<file path="config.mk">
export PLATFORM = sky130hd
export DESIGN_NAME = joystick_deadzone_conditioner_unit
export DESIGN_NICKNAME = d
export VERILOG_FILES = /design/src/rtl/jdc_pkg.sv /design/src/rtl/joystick_deadzone_conditioner_unit.sv /design/src/rtl/jdc_lane.sv /design/src/rtl/jdc_merge.sv
export SDC_FILE = /design/constraint.sdc
export NUM_CORES = 2
export LEC_CHECK = 0
export ABC_AREA = 0
export BUFFER_PORTS_ARGS = -buffer_cell sky130_fd_sc_hd__buf_2
export CORE_MARGIN = 4
export CORE_UTILIZATION = 40
export CTS_CLUSTER_DIAMETER = 200
export CTS_CLUSTER_SIZE = 20
export DETAILED_ROUTE_END_ITERATION = 8
export GPL_TIMING_DRIVEN = 0
export PLACE_DENSITY_LB_ADDON = 0.25
export SETUP_SLACK_MARGIN = 0.15
export SLEW_MARGIN = 0
export SYNTH_ARGS = -nofsm -noshare
export SYNTH_HDL_FRONTEND = slang
export SYNTH_SLANG_ARGS = --single-unit
</file>
<file path="constraint.sdc">
create_clock -name clk -period 7.3 [get_ports clk]
set_input_delay 0.365 -clock clk [delete_from_list [all_inputs] [get_ports clk]]
set_output_delay 0.365 -clock clk [all_outputs]
set_load 0.005 [all_outputs]
</file>
<file path="src/rtl/jdc_pkg.sv">
// ============================================================================
// jdc_pkg
// Shared types and constants for the joystick dead-zone conditioner.
// ============================================================================
package jdc_pkg;

    localparam int unsigned CFG_IDX_W  = 3;
    localparam int unsigned CFG_DATA_W = 7;

    localparam logic [CFG_IDX_W-1:0] CFG_AXIS_DEAD_BAND = 3'd0;
    localparam logic [CFG_IDX_W-1:0] CFG_AXIS_PULL_IN   = 3'd1;
    localparam logic [CFG_IDX_W-1:0] CFG_MIN_RADIUS     = 3'd2;
    localparam logic [CFG_IDX_W-1:0] CFG_MAX_RADIUS     = 3'd3;

    localparam logic [6:0] RST_AXIS_DEAD_BAND = 7'd8;
    localparam logic [6:0] RST_AXIS_PULL_IN   = 7'd6;
    localparam logic [6:0] RST_MIN_RADIUS     = 7'd8;
    localparam logic [6:0] RST_MAX_RADIUS     = 7'd64;

    localparam int unsigned SQRT_STEPS = 16;
    localparam int unsigned DIV_STEPS  = 16;

    typedef struct packed {
        logic [6:0] axis_dead_band;
        logic [6:0] axis_pull_in;
        logic [6:0] min_radius;
        logic [6:0] max_radius;
    } cfg_t;

    typedef struct packed {
        logic signed [7:0] left_raw_x;
        logic signed [7:0] left_raw_y;
        logic signed [7:0] right_raw_x;
        logic signed [7:0] right_raw_y;
        logic [15:0]       button_word;
        logic              pad_absent;
    } in_item_t;

    typedef struct packed {
        logic signed [15:0] left_x;
        logic signed [15:0] left_y;
        logic [14:0]        left_magnitude;
        logic signed [15:0] right_x;
        logic signed [15:0] right_y;
        logic [14:0]        right_magnitude;
        logic [15:0]        buttons_held;
        logic [15:0]        buttons_new;
    } out_item_t;

    typedef struct packed {
        logic signed [15:0] x;
        logic signed [15:0] y;
        logic [14:0]        magnitude;
    } lane_res_t;

    typedef enum logic [2:0] {
        LANE_IDLE,
        LANE_LOAD,
        LANE_SQRT,
        LANE_DIV,
        LANE_DONE
    } lane_state_t;

endpackage

</file>
<file path="src/rtl/joystick_deadzone_conditioner_unit.sv">
// Each lane loads its operands, runs a bit-serial square root (16 steps), then
// the bit-serial divide (16 steps); in_stall holds off a new transaction until
// the merge stage has taken the previous result.
// The output register frees the lanes while a result waits downstream.
// Reset: registers return to 8, 6, 8, 64; previous buttons clear to zero.
// ============================================================================
// joystick_deadzone_conditioner_unit
// Two parallel stick lanes and a merge stage for controller polls.
// ============================================================================
module joystick_deadzone_conditioner_unit (
    input  logic                               clk,
    input  logic                               rst_n,
    input  logic                               in_valid,
    output logic                               in_stall,
    input  jdc_pkg::in_item_t                  in_data,
    output logic                               out_valid,
    input  logic                               out_stall,
    output jdc_pkg::out_item_t                 out_data,
    input  logic                               cfg_we,
    input  logic [jdc_pkg::CFG_IDX_W-1:0]      cfg_index,
    input  logic [jdc_pkg::CFG_DATA_W-1:0]     cfg_data
);

    jdc_pkg::cfg_t      cfg_reg;
    logic               busy_reg;
    logic [15:0]        buttons_reg;
    logic               absent_reg;
    logic               start;
    logic               ack;
    logic [1:0]         lane_done;
    jdc_pkg::lane_res_t left_res, right_res;

    assign start    = in_valid && !in_stall;
    assign in_stall = busy_reg;

    always_ff @(posedge clk or negedge rst_n)
    begin
        if (!rst_n)
        begin
            cfg_reg.axis_dead_band <= jdc_pkg::RST_AXIS_DEAD_BAND;
            cfg_reg.axis_pull_in   <= jdc_pkg::RST_AXIS_PULL_IN;
            cfg_reg.min_radius     <= jdc_pkg::RST_MIN_RADIUS;
            cfg_reg.max_radius     <= jdc_pkg::RST_MAX_RADIUS;
        end
        else if (cfg_we)
        begin
            case (cfg_index)
                jdc_pkg::CFG_AXIS_DEAD_BAND: cfg_reg.axis_dead_band <= cfg_data;
                jdc_pkg::CFG_AXIS_PULL_IN:   cfg_reg.axis_pull_in   <= cfg_data;
                jdc_pkg::CFG_MIN_RADIUS:     cfg_reg.min_radius     <= cfg_data;
                jdc_pkg::CFG_MAX_RADIUS:     cfg_reg.max_radius     <= cfg_data;
                default:
                begin
                end
            endcase
        end
    end

    always_ff @(posedge clk or negedge rst_n)
    begin
        if (!rst_n)
            busy_reg <= 1'b0;
        else if (start)
            busy_reg <= 1'b1;
        else if (ack)
            busy_reg <= 1'b0;
    end

    always_ff @(posedge clk)
    begin
        if (start)
        begin
            buttons_reg <= in_data.button_word;
            absent_reg  <= in_data.pad_absent;
        end
    end

    jdc_lane u_lane_left (
        .clk   (clk),
        .rst_n (rst_n),
        .start (start),
        .ack   (ack),
        .raw_x (in_data.left_raw_x),
        .raw_y (in_data.left_raw_y),
        .cfg   (cfg_reg),
        .done  (lane_done[0]),
        .res   (left_res)
    );

    jdc_lane u_lane_right (
        .clk   (clk),
        .rst_n (rst_n),
        .start (start),
        .ack   (ack),
        .raw_x (in_data.right_raw_x),
        .raw_y (in_data.right_raw_y),
        .cfg   (cfg_reg),
        .done  (lane_done[1]),
        .res   (right_res)
    );

    jdc_merge u_merge (
        .clk        (clk),
        .rst_n      (rst_n),
        .lanes_done (lane_done[0] && lane_done[1]),
        .left_res   (left_res),
        .right_res  (right_res),
        .buttons    (buttons_reg),
        .absent     (absent_reg),
        .out_stall  (out_stall),
        .ack        (ack),
        .out_valid  (out_valid),
        .out_data   (out_data)
    );

    a_lanes_in_step: assert property (@(posedge clk) disable iff (!rst_n)
        lane_done[0] == lane_done[1])
        else $error("lanes out of step");

    a_idle_no_done: assert property (@(posedge clk) disable iff (!rst_n)
        !busy_reg |-> (lane_done == 2'b00))
        else $error("lane done while no transaction in flight");

    a_accept_blocks: assert property (@(posedge clk) disable iff (!rst_n)
        start |=> (in_stall && !ack))
        else $error("new transaction not held off after accept");

    a_ack_loads_output: assert property (@(posedge clk) disable iff (!rst_n)
        ack |=> out_valid)
        else $error("result lost at merge");

endmodule

</file>
<file path="src/rtl/jdc_lane.sv">
// ============================================================================
// jdc_lane
// One stick: per-axis dead band, bit-serial square root of the radius and
// two bit-serial dividers that scale the axes onto the clamp circle.
// ============================================================================
module jdc_lane (
    input  logic                clk,
    input  logic                rst_n,
    input  logic                start,
    input  logic                ack,
    input  logic [7:0]          raw_x,
    input  logic [7:0]          raw_y,
    input  jdc_pkg::cfg_t       cfg,
    output logic                done,
    output jdc_pkg::lane_res_t  res
);

    function automatic logic [7:0] dead_band(input logic [7:0] raw,
                                             input logic [6:0] band,
                                             input logic [6:0] pull);
        logic [7:0] a;
        logic [7:0] r;
        a = raw[7] ? (8'd0 - raw) : raw;
        if (a == 8'd0 || a < {1'b0, band})
            r = 8'd0;
        else if (a > {1'b0, pull})
            r = a - {1'b0, pull};
        else
            r = 8'd0;
        return r;
    endfunction

    localparam int unsigned SQRT_LAST = jdc_pkg::SQRT_STEPS - 1;

    jdc_pkg::lane_state_t state_reg, state_next;

    logic [7:0]  ax_reg, ay_reg;
    logic        nx_reg, ny_reg;
    logic [15:0] s_reg;
    logic [31:0] v_reg;
    logic [18:0] rem_reg;
    logic [15:0] root_reg;
    logic [3:0]  cnt_reg;
    logic [16:0] dxr_reg, dyr_reg;
    logic [15:0] qx_reg, qy_reg;

    logic        last_step;
    logic [15:0] s_calc;
    logic [14:0] px, py;
    logic [18:0] rem_sh, trial;
    logic [16:0] dx_sh, dy_sh, root_ext;

    assign last_step = (cnt_reg == 4'(SQRT_LAST));

    assign s_calc = ({8'd0, ax_reg} * {8'd0, ax_reg}) + ({8'd0, ay_reg} * {8'd0, ay_reg});
    assign px     = {7'd0, ax_reg} * {8'd0, cfg.max_radius};
    assign py     = {7'd0, ay_reg} * {8'd0, cfg.max_radius};

    assign rem_sh   = {rem_reg[16:0], v_reg[31:30]};
    assign trial    = {1'b0, root_reg, 2'b01};
    assign root_ext = {1'b0, root_reg};
    assign dx_sh    = {dxr_reg[15:0], 1'b0};
    assign dy_sh    = {dyr_reg[15:0], 1'b0};

    always_ff @(posedge clk or negedge rst_n)
    begin
        if (!rst_n)
            state_reg <= jdc_pkg::LANE_IDLE;
        else
            state_reg <= state_next;
    end

    always_comb
    begin
        state_next = state_reg;
        done       = 1'b0;
        case (state_reg)
            jdc_pkg::LANE_IDLE: if (start) state_next = jdc_pkg::LANE_LOAD;
            jdc_pkg::LANE_LOAD: state_next = jdc_pkg::LANE_SQRT;
            jdc_pkg::LANE_SQRT: if (last_step) state_next = jdc_pkg::LANE_DIV;
            jdc_pkg::LANE_DIV:  if (last_step) state_next = jdc_pkg::LANE_DONE;
            jdc_pkg::LANE_DONE:
            begin
                done = 1'b1;
                if (ack) state_next = jdc_pkg::LANE_IDLE;
            end
            default: state_next = jdc_pkg::LANE_IDLE;
        endcase
    end

    always_ff @(posedge clk)
    begin
        case (state_reg)
            jdc_pkg::LANE_IDLE:
            begin
                if (start)
                begin
                    ax_reg <= dead_band(raw_x, cfg.axis_dead_band, cfg.axis_pull_in);
                    ay_reg <= dead_band(raw_y, cfg.axis_dead_band, cfg.axis_pull_in);
                    nx_reg <= raw_x[7];
                    ny_reg <= raw_y[7];
                end
            end
            jdc_pkg::LANE_LOAD:
            begin
                s_reg    <= s_calc;
                v_reg    <= {s_calc, 16'd0};
                rem_reg  <= '0;
                root_reg <= '0;
                cnt_reg  <= '0;
                dxr_reg  <= {2'd0, px};
                dyr_reg  <= {2'd0, py};
                qx_reg   <= '0;
                qy_reg   <= '0;
            end
            jdc_pkg::LANE_SQRT:
            begin
                v_reg   <= {v_reg[29:0], 2'b00};
                cnt_reg <= cnt_reg + 4'd1;
                if (rem_sh >= trial)
                begin
                    rem_reg  <= rem_sh - trial;
                    root_reg <= {root_reg[14:0], 1'b1};
                end
                else
                begin
                    rem_reg  <= rem_sh;
                    root_reg <= {root_reg[14:0], 1'b0};
                end
            end
            jdc_pkg::LANE_DIV:
            begin
                cnt_reg <= cnt_reg + 4'd1;
                if (dx_sh >= root_ext)
                begin
                    dxr_reg <= dx_sh - root_ext;
                    qx_reg  <= {qx_reg[14:0], 1'b1};
                end
                else
                begin
                    dxr_reg <= dx_sh;
                    qx_reg  <= {qx_reg[14:0], 1'b0};
                end
                if (dy_sh >= root_ext)
                begin
                    dyr_reg <= dy_sh - root_ext;
                    qy_reg  <= {qy_reg[14:0], 1'b1};
                end
                else
                begin
                    dyr_reg <= dy_sh;
                    qy_reg  <= {qy_reg[14:0], 1'b0};
                end
            end
            default:
            begin
            end
        endcase
    end

    logic [13:0] min_sq, max_sq;
    logic        lt_min, gt_max;
    logic [14:0] lim;
    logic [15:0] mx, my;

    assign min_sq = {7'd0, cfg.min_radius} * {7'd0, cfg.min_radius};
    assign max_sq = {7'd0, cfg.max_radius} * {7'd0, cfg.max_radius};
    assign lt_min = s_reg < {2'd0, min_sq};
    assign gt_max = s_reg > {2'd0, max_sq};
    assign lim    = {cfg.max_radius, 8'd0};

    always_comb
    begin
        if (!lt_min && gt_max)
        begin
            mx            = (qx_reg > {1'b0, lim}) ? {1'b0, lim} : qx_reg;
            my            = (qy_reg > {1'b0, lim}) ? {1'b0, lim} : qy_reg;
            res.magnitude = lim;
        end
        else
        begin
            mx            = {ax_reg, 8'd0};
            my            = {ay_reg, 8'd0};
            res.magnitude = lt_min ? 15'd0 : root_reg[14:0];
        end
        res.x = nx_reg ? (16'sd0 - $signed(mx)) : $signed(mx);
        res.y = ny_reg ? (16'sd0 - $signed(my)) : $signed(my);
    end

endmodule

</file>
<file path="src/rtl/jdc_merge.sv">
// ============================================================================
// jdc_merge
// Combine both lane results with button edge detection into the output
// register, or zeroes when the pad is absent; hold the previous button word.
// ============================================================================
module jdc_merge (
    input  logic                clk,
    input  logic                rst_n,
    input  logic                lanes_done,
    input  jdc_pkg::lane_res_t  left_res,
    input  jdc_pkg::lane_res_t  right_res,
    input  logic [15:0]         buttons,
    input  logic                absent,
    input  logic                out_stall,
    output logic                ack,
    output logic                out_valid,
    output jdc_pkg::out_item_t  out_data
);

    logic               out_valid_reg;
    jdc_pkg::out_item_t out_data_reg, out_data_next;
    logic [15:0]        prev_buttons_reg, prev_buttons_next;

    assign ack       = lanes_done && (!out_valid_reg || !out_stall);
    assign out_valid = out_valid_reg;
    assign out_data  = out_data_reg;

    always_comb
    begin
        if (absent)
        begin
            out_data_next     = '0;
            prev_buttons_next = '0;
        end
        else
        begin
            out_data_next.left_x          = left_res.x;
            out_data_next.left_y          = left_res.y;
            out_data_next.left_magnitude  = left_res.magnitude;
            out_data_next.right_x         = right_res.x;
            out_data_next.right_y         = right_res.y;
            out_data_next.right_magnitude = right_res.magnitude;
            out_data_next.buttons_held    = buttons;
            out_data_next.buttons_new     = buttons & ~prev_buttons_reg;
            prev_buttons_next             = buttons;
        end
    end

    always_ff @(posedge clk or negedge rst_n)
    begin
        if (!rst_n)
        begin
            out_valid_reg    <= 1'b0;
            prev_buttons_reg <= '0;
        end
        else if (ack)
        begin
            out_valid_reg    <= 1'b1;
            prev_buttons_reg <= prev_buttons_next;
        end
        else if (!out_stall)
        begin
            out_valid_reg <= 1'b0;
        end
    end

    always_ff @(posedge clk)
    begin
        if (ack)
            out_data_reg <= out_data_next;
    end

endmodule

</file>
# Word level (Yosys, flattened, before mapping)
# Index checks and enable logic that the tools add are counted.
[totals]
input_bits = 64
latch_bits = 0
mem_bits_ro = 0
regBits = 529
mem_count = 0
output_inout_bits = 128
ram_bits = 0
wordCells = 237
[op_classes]
mux = 63
div = 0
bitwise_logic = 6
n_addsub = 22
reduce_logical = 45
magnitude_cmp = 22
n_shift = 0
eq_ne = 22
mul = 10
[ops]
columns = ["op", "count"]
rows = [
  ["$pmux W16 S2", 10],
  ["$mux W16", 17],
  ["$pmux W32 S2", 2],
  ["$ge A17 B16 Y1", 4],
  ["$pmux W17 S2", 2],
  ["$gt A16 B15 Y1", 4],
  ["$mul A8 B8 Y16", 4],
  ["$sub A1 B16 Y16 const A", 4],
  ["$sub A16 B16 Y16", 4],
  ["$mul A8 B7 Y15", 4],
  ["$mux W15", 4],
  ["$ge A19 B18 Y1", 2],
  ["$mux W17", 2],
  ["$sub A17 B17 Y17", 2],
  ["$add A16 B16 Y16", 2],
  ["$gt A16 B14 Y1", 2],
  ["$gt A8 B7 Y1", 4],
  ["$logic_not A8 Y1", 4],
  ["$lt A16 B14 Y1", 2],
  ["$lt A8 B7 Y1", 4],
  ["$mux W8", 4],
  ["$sub A1 B8 Y8 const A", 4],
  ["$sub A8 B7 Y8", 4],
  ["$pmux W3 S5", 2],
  ["other kinds (23)", 93],
]

# Logic depth before layout (Yosys ltp)
[depth]
depth_word = 7
mapped_depth = 38
depth_no_buf = 35

# Cells and area by module
# From an unflattened synthesis, not the netlist that was laid out.
[unflattened]
cells_unflattened = 5134
area_unflattened_um2 = 49453.7
[by_module_without_submodules]
columns = ["module", "area_each_um2", "seq_area_each_um2", "cells_each", "instances"]
rows = [
  ["jdc_lane (u_lane_left)", 21420.5, 4609.4, 2409, 1],
  ["jdc_lane (u_lane_right)", 21071.5, 4609.4, 2341, 1],
  ["jdc_merge", 5317.6, 4209.0, 300, 1],
  ["joystick_deadzone_conditioner_unit", 1644.1, 1242.4, 84, 1],
]

# Worst setup path after synthesis
# Ideal clock, no wire load.
[synth_path]
path_kind = "register to register"
from = "register cfg_reg[6] in the netlist's numbering"
to = "register u_merge.out_data_reg (netlist bit u_merge.out_data[108]), data pin"
synth_period_minus_slack_ns = 7.900
arrival_time_ns = 7.638
stages_incl_launch_ff = 36
t_required_ns = 7.038
setup_time_ns = 0.262
n_path_buf = 2
path_slack_ns = -0.600
cell_sequence = "dfstp_2 > clkbuf_1 > clkbuf_1 > nand2_1 > xor2_1 > ha_1 > inv_1 > fa_1 > inv_1 > fa_1 > inv_1 > fa_1 > inv_1 > ha_1 > a21boi_0 > o21ai_0 > a21oi_1 > o21ai_0 > nand2b_1 > a21o_1 > a21oi_1 > xor2_1 > ha_1 > a2111o_1 > a31oi_1 > o211a_1 > o32ai_4 > nand3_1 > a21oi_1 > nand2_1 > ha_1 > inv_1 > or4_1 > o311ai_2 > and2_1 > mux2_1"
[synth_between]
elab_chain_cells = 6
word_cells_on_any_way = 8
cone_classes = "add/sub (1); mul (1); order compare (2); mux (3); reduce/logical (1)"
[synth_lines]
columns = ["item", "line_no", "text"]
rows = [
  ["from (decl)", "joystick_deadzone_conditioner_unit.sv:24", "jdc_pkg::cfg_t cfg_reg;"],
  ["$mul A7 B7 Y14", "jdc_lane.sv:167", "assign max_sq = {7'd0, cfg.max_radius} * {7'd0, cfg.max_radius};"],
  ["$gt A16 B14 Y1", "jdc_lane.sv:169", "assign gt_max = s_reg > {2'd0, max_sq};"],
  ["$logic_and A1 B1 Y1", "jdc_lane.sv:174", "if (!lt_min && gt_max)"],
  ["$mux W16 (*)", "jdc_lane.sv:174", ""],
  ["$sub A1 B16 Y16", "jdc_lane.sv:187", "res.y = ny_reg ? (16'sd0 - $signed(my)) : $signed(my);"],
  ["$mux W16 (*)", "jdc_lane.sv:187", ""],
  ["to (signal assigned)", "jdc_merge.sv:70", "out_data_reg <= out_data_next;"],
  ["to (decl)", "jdc_merge.sv:21", "jdc_pkg::out_item_t out_data_reg, out_data_next;"],
]
# Mark *: on every way between the ends. The rest lies on a longest branch, timed or not.
# A chain may end at the register's enable or synchronous reset.

# Worst setup path in the final report
# Ends and elaborated chain as after synthesis.

==> flow_metrics.env <==
export IMPL_fmax_ghz=0.130
export IMPL_synth_simple_area_share=0.161
export IMPL_fin_nets=6032
export IMPL_hold_class="in -> reg"
export IMPL_peakVddDrop_mv=0.240
export IMPL_synth_nets=5696
export IMPL_reg2reg_depth=36
export IMPL_drc=0
export IMPL_antenna_found_initial=7
export IMPL_io_pins=192
export IMPL_clock_skew_ps=49.0
export IMPL_netlist_instances=4804
export IMPL_synth_edf_count=445
export IMPL_root_buffer="clkbuf_16"
export IMPL_clock_sinks=497
export IMPL_clock_latency_ps=690
export IMPL_switching_share=0.483
export IMPL_clkTransAtPathRegs_ps=100
export IMPL_cts_tree="yes"
export IMPL_largest_reg_flops=126
export IMPL_synth_avg_cell_area_um2=9.62
export IMPL_worst_pin_slew_ps=1460
export IMPL_drv_cap=0
export IMPL_synth_flop_cell="edfxtp_1"
export IMPL_r2r_start="cfg_reg[6]"
export IMPL_p_comb_frac=0.713
export IMPL_numCtsBuffers=28
export IMPL_grt_usage=0.229
export IMPL_pwr_share_clk=0.077
export IMPL_arrival_ps=8060
export IMPL_chipHeight_um=348
export IMPL_crit_fanout=5
export IMPL_rows=124
export IMPL_p_int_uw=12000
export IMPL_grt_overflow=0
export IMPL_period_share=1.05
export IMPL_drt_iter0_markers=2889
export IMPL_hold_path_cell_count=1
export IMPL_rsz0062_at_grt="yes"
export IMPL_finalWorstSetupSlack_ps=-369
export IMPL_end_kind="flip-flop"
export IMPL_syn_cell_area_um2=46200
export IMPL_report_final_setup_viol=26
export IMPL_synth_compound_area_share=0.113
export IMPL_setup_tns_ps=-5340
export IMPL_status="finished, violations left"
export IMPL_core_area_um2=115000
export IMPL_period_needed_ps=7670
export IMPL_wirelength_mm=140
export IMPL_cts_htree_levels=1
export IMPL_drtAntennaViolNets=0
export IMPL_vias=36100
export IMPL_synth_xor_area_frac=0.0498
export IMPL_startpoint_type="flip-flop"
export IMPL_leakage_uw=0.0238
export IMPL_synth_adder_area_share=0.273
export IMPL_ys_ff_latch=497
export IMPL_drt_pass1_iter_count=5
export IMPL_ys_warn_count=0
export IMPL_start_util=0.404
export IMPL_io_buffers=191
export IMPL_hold_viol_final=0
export IMPL_crit_type="reg -> reg"
export IMPL_place_hpwl_mm=110
export IMPL_wl_per_cell_um=21.0
export IMPL_drive_above_1_share=0.127
export IMPL_cts_path_max_buffers=3
export IMPL_grt_pass1_wl_mm=215
export IMPL_slowest_stage="dfstp_2"
export IMPL_grt_pass1_vias=35800
export IMPL_rrSetupSlack_ps=-370
export IMPL_cpPeakStageDelay_ps=550
export IMPL_violations="negative setup slack"
export IMPL_nFillCells=10900
export IMPL_die_area_um2=121000
export IMPL_timing_rr_end="u_merge.out_data[108]"
export IMPL_synth_async_reset_ratio=0.105
export IMPL_synth_top_family_by_area="adder cells"
export IMPL_required_ps=7690
export IMPL_chipWidth_um=348
export IMPL_yosysSeqAreaShare=0.317
export IMPL_gp_congestion=0.910
export IMPL_pwr_share_seq=0.210
export IMPL_routed_via_density=5.41
export IMPL_min_from="in_data[32]"
export IMPL_area_delta_synth_final_pct=14.1
export IMPL_relSlewSlack=0.0235
export IMPL_power_density_nw_per_um2=439
export IMPL_worstHoldEndpoint="u_lane_right.nx_reg"
export IMPL_grt_max_degree=71
export IMPL_synth_distinct_cells=88
export IMPL_drv_slew=0
export IMPL_synthMuxAreaShare=0.0241
export IMPL_hold_ws_ps=46.6
export IMPL_switchingPower_uw=11200
power by group through the flow:
| stage | Combinational (uW) | Clock [uW] | Sequential (uW) |
|---|---|---|---|
| finish | 16500 | 1780 | 4880 |
| global route | 18400 | 1940 | 4940 |
| CTS | 16000 | 1830 | 4860 |
| detailed placement | 15000 | 0 | 4920 |
| global placement | 14700 | 0 | 5010 |
| floorplan | 11100 | 0 | 4810 |
logic make-up (layout without fill, tap and decap cells):
family                     after synthesis  in the layout
and+or+nand+nor                       1554           1554
adders and majority gates              828            828
AOI/OAI and AO/OA                      803            803
buffers and inverters                  752           1110
DFF                                    497            497
xor gates and xnor gates               263            263
muxes                                  107            107
other                                    0              1
how the worst max path moves through the flow:
stage                     from               endpoint  cells past startpoint
floorplan           cfg_reg[6]   u_merge.out_data[73]                     37
global placement    cfg_reg[5]   u_merge.out_data[54]                     28
detailed placement  cfg_reg[5]   u_merge.out_data[59]                     34
CTS                 cfg_reg[6]  u_merge.out_data[114]                     38
global route        cfg_reg[6]   u_merge.out_data[73]                     38
finish              cfg_reg[6]  u_merge.out_data[108]                     36
final cells by class:
type                            count  area [um2]  share of cell area
Clock inverter                      2        35.0            0.000664
Antenna cell                        1        2.50           0.0000474
Timing Repair Buffer              307        2090              0.0395
Buffer                            201        1220              0.0231
Inverter                          550        2120              0.0402
Multi-Input combinational cell   3555       29900               0.567
Clock buffer                       50         783              0.0148
Sequential cell                   497       14700               0.278
Tap cell                         1512        1890              0.0359
synth_stat cells, types with 7 or more instances:
| master | count | area share |
|---|---|---|
| inv_1 | 544 | 0.044 |
| ha_1 | 526 | 0.14 |
| nand2_1 | 491 | 0.040 |
| edfxtp_1 | 445 | 0.29 |
| nor2_1 | 365 | 0.030 |
| fa_1 | 302 | 0.13 |
| a21oi_1 | 224 | 0.024 |
| and2_1 | 194 | 0.026 |
| o21ai_0 | 183 | 0.020 |
| clkbuf_1 | 178 | 0.014 |
| xnor2_1 | 174 | 0.033 |
| a21o_1 | 111 | 0.018 |
| and3_1 | 91 | 0.012 |
| nor3_1 | 91 | 0.0099 |
| xor2_1 | 89 | 0.017 |
| nand3_1 | 76 | 0.0082 |
| mux2i_1 | 74 | 0.016 |
| nor2b_1 | 51 | 0.0069 |
| dfrtp_1 | 47 | 0.025 |
| nand2b_1 | 42 | 0.0057 |
| nand4_1 | 40 | 0.0054 |
| mux2_2 | 32 | 0.0078 |
| o21a_1 | 32 | 0.0052 |
| or3_1 | 32 | 0.0043 |
| a211oi_1 | 30 | 0.0049 |
| nor4_1 | 29 | 0.0039 |
| o21bai_1 | 28 | 0.0045 |
| a31oi_1 | 26 | 0.0035 |
| o211ai_1 | 25 | 0.0041 |
| o31ai_1 | 20 | 0.0032 |
| or2_2 | 17 | 0.0023 |
| a21boi_0 | 16 | 0.0026 |
| buf_2 | 15 | 0.0016 |
| o41ai_1 | 10 | 0.0019 |
| a2111oi_0 | 9 | 0.0017 |
| o311ai_0 | 9 | 0.0017 |
| or4_1 | 9 | 0.0015 |
| a31o_2 | 7 | 0.0013 |
| o31a_1 | 7 | 0.0013 |
cell usage in the layout, fill, tap and decap left out, types with 131 or more instances in the layout:
master      n
ha_1      515
and2_1    189
edfxtp_1  445
inv_1     533
fa_1      302
nand2_1   472
nor2_1    344
buf_2     202
xnor2_1   168
a21oi_1   204
clkbuf_1  131
o21ai_0   158
timing repair:
action,in CTS,in global routing
pin swaps,78,70
setup endpoints to repair,99,99
resized for setup,272,177
hold buffers,27,1
buffers inserted,52,28
endpoints found under the hold margin,31,47
worst max-delay path, delay by kind of cell, from the launching register on:
| kind | cells | cell delay, ps |
|---|---|---|
| buffers and inverters | 8 | 640 |
| AO/OA/AOI/OAI | 12 | 2030 |
| AND/OR/NAND/NOR | 6 | 1090 |
| XOR/XNOR | 2 | 370 |
| adder cells (fa/ha/maj) | 7 | 2350 |
| multiplexers | 1 | 340 |
| flip-flops | 1 | 550 |
metal layers:
metal  track usage  part of all wire  up-vias
li1              -                 -    17100
met1         0.325              0.45    17600
met2         0.370              0.46     1128
met3        0.0291             0.064      203
met4        0.0615             0.030        4
met5             0           0.00019        -
per-stage QoR:
stage / instances / utilization / setup slack, ps / total power, uW / area (um2)
6_report: 6675 / 0.461 / -369 / 23200 / 52800
5_1_grt: 6674 / 0.461 / -557 / 25300 / 52700
4_1_cts: 6646 / 0.455 / -481 / 22700 / 52100
3_5_place_dp: 6516 / 0.431 / -3030 / 19900 / 49400
3_3_place_gp: 6507 / 0.429 / -2990 / 19700 / 49200
2_1_floorplan: 4804 / - / 150 / 15900 / 46300
(Power assumes the default switching activity.)
